<file path="src/hdl/bpc_pkg.sv">
package bpc_pkg;

    // Item payloads
    typedef struct packed {
        logic [19:0] raw_temperature;
        logic [19:0] raw_pressure;
    } in_item_t;

    typedef struct packed {
        logic [31:0] pressure_pa;
        logic        divisor_zero;
    } out_item_t;

    // Flags that ride alongside the divider
    typedef struct packed {
        logic zero;
        logic dbl;
    } div_side_t;

    // Register indexes
    localparam logic [1:0] REG_TEMP_CAL  = 2'd0;
    localparam logic [1:0] REG_PCAL_LOW  = 2'd1;
    localparam logic [1:0] REG_PCAL_HIGH = 2'd2;
    localparam logic [1:0] REG_PCAL_LAST = 2'd3;

    localparam logic [31:0] PRESS_OFFSET_T = 32'd64000;
    localparam logic [31:0] RAW_FULL_SCALE = 32'd1048576;
    localparam logic [31:0] PRESS_SCALE    = 32'd3125;
    localparam logic [31:0] HALF_RANGE     = 32'h8000_0000;
    localparam logic [31:0] P1_BIAS        = 32'd32768;

    localparam int DIV_STAGES = 32;

    // Arithmetic shift right of a 32-bit word
    function automatic logic [31:0] asr32(input logic [31:0] x, input int unsigned n);
        return $signed(x) >>> n;
    endfunction

    // Sign-extend a 16-bit coefficient
    function automatic logic [31:0] sx16(input logic [15:0] v);
        return {{16{v[15]}}, v};
    endfunction

endpackage

</file>
<file path="src/hdl/bpc_div.sv">
// Unsigned 32 / 32 divider, one quotient bit per pipeline stage
module bpc_div
    import bpc_pkg::*;
(
    input  logic        clk,
    input  logic        rst_n,
    input  logic        en,
    input  logic        in_vld,
    input  logic [31:0] num,
    input  logic [31:0] den,
    input  div_side_t   in_side,
    output logic        out_vld,
    output logic [31:0] quo,
    output div_side_t   out_side
);

    logic              vld_reg  [DIV_STAGES];
    logic [31:0]       rem_reg  [DIV_STAGES];
    logic [31:0]       nq_reg   [DIV_STAGES];
    logic [31:0]       den_reg  [DIV_STAGES];
    div_side_t         side_reg [DIV_STAGES];

    genvar i;
    generate
        for (i = 0; i < DIV_STAGES; i++) begin : g_stage
            logic [31:0] rem_in;
            logic [31:0] nq_in;
            logic [31:0] den_in;
            logic        vld_in;
            div_side_t   side_in;
            logic [32:0] trial;
            logic        fits;
            logic [32:0] diff;

            if (i == 0) begin : g_first
                assign rem_in  = '0;
                assign nq_in   = num;
                assign den_in  = den;
                assign vld_in  = in_vld;
                assign side_in = in_side;
            end
            else begin : g_rest
                assign rem_in  = rem_reg[i-1];
                assign nq_in   = nq_reg[i-1];
                assign den_in  = den_reg[i-1];
                assign vld_in  = vld_reg[i-1];
                assign side_in = side_reg[i-1];
            end

            // Shift in the next dividend bit and try a subtract
            assign trial = {rem_in, nq_in[31]};
            assign diff  = trial - {1'b0, den_in};
            assign fits  = (trial >= {1'b0, den_in});

            always_ff @(posedge clk or negedge rst_n)
            begin
                if (!rst_n)
                begin
                    vld_reg[i] <= 1'b0;
                end
                else if (en)
                begin
                    vld_reg[i] <= vld_in;
                end
            end

            always_ff @(posedge clk)
            begin
                if (en)
                begin
                    rem_reg[i]  <= fits ? diff[31:0] : trial[31:0];
                    nq_reg[i]   <= {nq_in[30:0], fits};
                    den_reg[i]  <= den_in;
                    side_reg[i] <= side_in;
                end
            end
        end
    endgenerate

    assign out_vld  = vld_reg[DIV_STAGES-1];
    assign quo      = nq_reg[DIV_STAGES-1];
    assign out_side = side_reg[DIV_STAGES-1];

endmodule
</file>
<file path="config.mk">
export PLATFORM = sky130hd
export DESIGN_NAME = bpc_div
export DESIGN_NICKNAME = d
export VERILOG_FILES = /design/src/hdl/bpc_pkg.sv /design/src/hdl/bpc_div.sv
export SDC_FILE = /design/constraint.sdc
export NUM_CORES = 2
export LEC_CHECK = 0
export BUFFER_PORTS_ARGS = -buffer_cell sky130_fd_sc_hd__buf_4
export CAP_MARGIN = 15
export CORE_MARGIN = 2
export CORE_UTILIZATION = 46
export DETAILED_ROUTE_END_ITERATION = 10
export HOLD_SLACK_MARGIN = 0.05
export SLEW_MARGIN = 10
export SYNTH_ARGS = -nofsm -noshare
export SYNTH_HDL_FRONTEND = slang
export SYNTH_SLANG_ARGS = --single-unit
</file>
<file path="constraint.sdc">
create_clock -name clk -period 4.98 [get_ports clk]
set_clock_uncertainty 0.1 [all_clocks]
set_input_delay 0.498 -clock clk [delete_from_list [all_inputs] [get_ports clk]]
set_output_delay 0.498 -clock clk [all_outputs]
set_load 0.005 [all_outputs]
</file>
==> results_dict.tcl <==
set metrics [dict create \
    status "finished clean" \
    finalCritPeriodShare_pct 90.8 \
    ys_seq_area_share_pct 59.9 \
    grt_pass1_wl_um 560000 \
    power.clock.fraction_pct 22.6 \
    grtUsageTotal_pct 21.1 \
    finalHoldViolations 0 \
    placed_cell_area_um2 163000 \
    hpwl_um 274000 \
    wl_um 368000 \
    leakagePower_nw 70.0 \
    start_util_pct 46.2 \
    drtPass1Iterations 6 \
    worst_pin_slew_ns 1.01 \
    layout_common_cells "edfxtp_1 (3072), inv_1 (1268), ha_1 (994)" \
    drc 0 \
    tns_ns 0 \
    syn_avg_cell_area_um2 12.5 \
    nets 13935 \
    synthFlopType "edfxtp_1" \
    die_w_um 585 \
    antenna_left 0 \
    crit_required_ns 5.52 \
    seq_power_share_pct 36.2 \
    end_kind "flip-flop" \
    p_comb_share_pct 41.2 \
    path_clk_slew_ns 0.06 \
    yosysWarnings 0 \
    syn-cell-area_um2 155000 \
    clkSinkCount 3104 \
    vias_per_cell 5.49 \
    r2r_slack_ns 0.46 \
    worst-path-max-fanout 40 \
    grt_max_degree 147 \
    slew_headroom_pct 30.6 \
    synth_seq_cells 3104 \
    cts_buffers 347 \
    setup_viol 0 \
    layout_commonest_cell "edfxtp_1" \
    cts_tree "built" \
    drv_slew 0 \
    drive_above_1_share_pct 10.7 \
    critical_path_arrival_ns 5.06 \
    grt_antenna_before_repair 5 \
    reg2reg_depth 12 \
    worst-setup-path-type "flip-flop to flip-flop" \
    switching_share_pct 35.8 \
    irDropWorstVdd_uv 388 \
    p_sw_mw 41.4 \
    synth_edf_count 3072 \
    synth-async-reset-ratio_pct 1.03 \
    gp_congestion 0.924 \
    cp-start-kind "flip-flop" \
    synthToLayoutAreaGrowth_pct 12.7 \
    fmax_mhz 221 \
    routedWlPerCell_um 20.9 \
    drtIter0Drc 6817 \
    period_needed_ns 4.52 \
    whs_endpoint "side_reg[1][5]" \
    coreArea_um2 336000 \
    maxCapViolCount 0 \
    rsz0062_at_grt "no" \
    power.density_nw_per_um2 659 \
    fp.dieArea_um2 342000 \
    synth_nets 13481 \
    holdPathStages 1 \
    rows 213 \
    cts_root_buf "clkbuf_16" \
    num_vias 96846 \
    clockBufferDepth 4 \
    ys_types 91 \
    min_from "en" \
    grt.overflow.total 0 \
    r2r_end "rem_reg[0][384]" \
    pin_count 105 \
    synthCells 12387 \
    grt_pass1_vias 95815 \
    htreeDepth 5 \
    port_buffers 104 \
    die_y_um 585 \
    largest_reg_flops 1024 \
    rr_startpoint "den_reg[11][1]" \
    p_int_mw 74.0 \
    clock_insertion_delay_worst_skew_ns 0.94 \
    hold_path_class "primary input to flip-flop" \
    final_area_um2 175000 \
]
-- timing repair --
action,4_1_cts,5_1_grt
gates resized for setup,0,0
setup buffers,0,0
hold buffers,70,0
endpoints found under the hold margin,130,0
-- kinds of logic after synthesis --
| logic type | Yosys count | synth area share [%] |
|---|---|---|
| adder cells (fa/ha/maj) | 1024 | 8.39 |
| buffers and inverters | 1509 | 3.69 |
| flip-flops | 3104 | 59.9 |
| AO/OA/AOI/OAI | 3045 | 12.4 |
| XOR/XNOR | 815 | 4.60 |
| multiplexers | 535 | 3.85 |
| AND/OR/NAND/NOR | 2355 | 7.18 |
-- metal layers --
metal | global-route usage, % | vias up | wire (um)
li1 | - | 46707 | -
met1 | 26.4 | 47238 | 154000
met2 | 36.8 | 2201 | 183000
met3 | 2.16 | 700 | 13700
met4 | 9.47 | 0 | 17600
met5 | 0 | - | 0
-- how the worst max path moves through the flow --
stage	cells past startpoint	start	end	slack, ns
after global placement	12	den_reg[11][1]	rem_reg[0][384]	0.44
final	12	den_reg[11][1]	rem_reg[0][384]	0.46
after detailed placement	12	den_reg[11][1]	rem_reg[0][384]	0.45
after CTS	12	den_reg[11][1]	rem_reg[0][384]	0.43
after global routing	14	den_reg[4][1]	rem_reg[0][189]	0.24
after floorplan	13	rem_reg[1][73]	rem_reg[1][100]	1.19
-- through the flow --
stage / utilization, % / instances / setup slack (ns) / power [mW] / hold WS [ns]
finish: 52.1 / 17646 / 0.461 / 115 / 0.112
CTS: 52.0 / 17637 / 0.432 / 116 / 0.0615
global route: 52.1 / 17644 / 0.244 / 123 / 0.0793
detailed placement: 48.4 / 16936 / 0.447 / 89.2 / 0.305
global placement: 48.4 / 16936 / 0.442 / 88.6 / 0.300
floorplan: - / 12387 / 1.19 / 75.3 / 0.102
-- layout make-up --
class / instances / area (um2)
fill: 28537 / 161000
sequential: 3104 / 93000
multi-input combinational: 7774 / 56800
clock buffer: 406 / 8970
tap: 4515 / 5650
inverter: 1269 / 4760
timing repair buffer: 345 / 3250
clock inverter: 225 / 2650
antenna: 8 / 20.0
-- critical path, cell delays in order, from the launching register on --
cell and delay [ns]:
edfxtp_1 0.65, inv_1 0.09, ha_1 0.30, nor2b_1 0.15
o211ai_1 0.17, a21boi_1 0.13, o21ai_0 0.40, o21ai_1 0.22
a221oi_1 0.73, o211a_1 0.31, o21ai_4 0.17, buf_12 0.25
a21oi_1 0.56
-- synthesized netlist by cell type, drive strengths merged, types with 21 or more instances --
library cell	count	share of area, %
nor2	557	1.3
o21ai	749	2.4
xor2	320	1.8
nor3b	23	0.11
o31ai	62	0.30
a21oi	896	2.9
inv	1269	3.1
clkbuf	195	0.47
o41a	21	0.15
o211ai	54	0.26
and3	80	0.32
a211oi	82	0.40
nor4	36	0.15
or2	39	0.16
a21boi	42	0.20
nor2b	124	0.50
mux2	503	3.6
a31oi	114	0.46
nor3	129	0.42
a221oi	24	0.14
nand3	183	0.59
o21a	109	0.53
a31o	27	0.15
nand2b	142	0.57
o31a	26	0.15
xnor2	495	2.8
edfxtp	3072	59
o21bai	116	0.56
mux2i	32	0.21
or3	36	0.15
and4	21	0.12
fa	30	0.39
a211o	33	0.19
nand4	129	0.52
a21o	509	2.5
buf	45	0.15
and2	32	0.13
nand2	785	1.9
ha	994	8.0
dfrtp	32	0.52
-- power by group through the flow --
stage | registers (mW) | clock network [mW] | logic [mW]
2_1_floorplan | 39.5 | 0 | 35.7
3_5_place_dp | 42.3 | 0 | 46.9
5_1_grt | 42.2 | 27.8 | 52.7
6_report | 41.7 | 26.1 | 47.5
3_3_place_gp | 42.4 | 0 | 46.2
4_1_cts | 41.8 | 26.9 | 47.4
(Power assumes the default switching activity.)
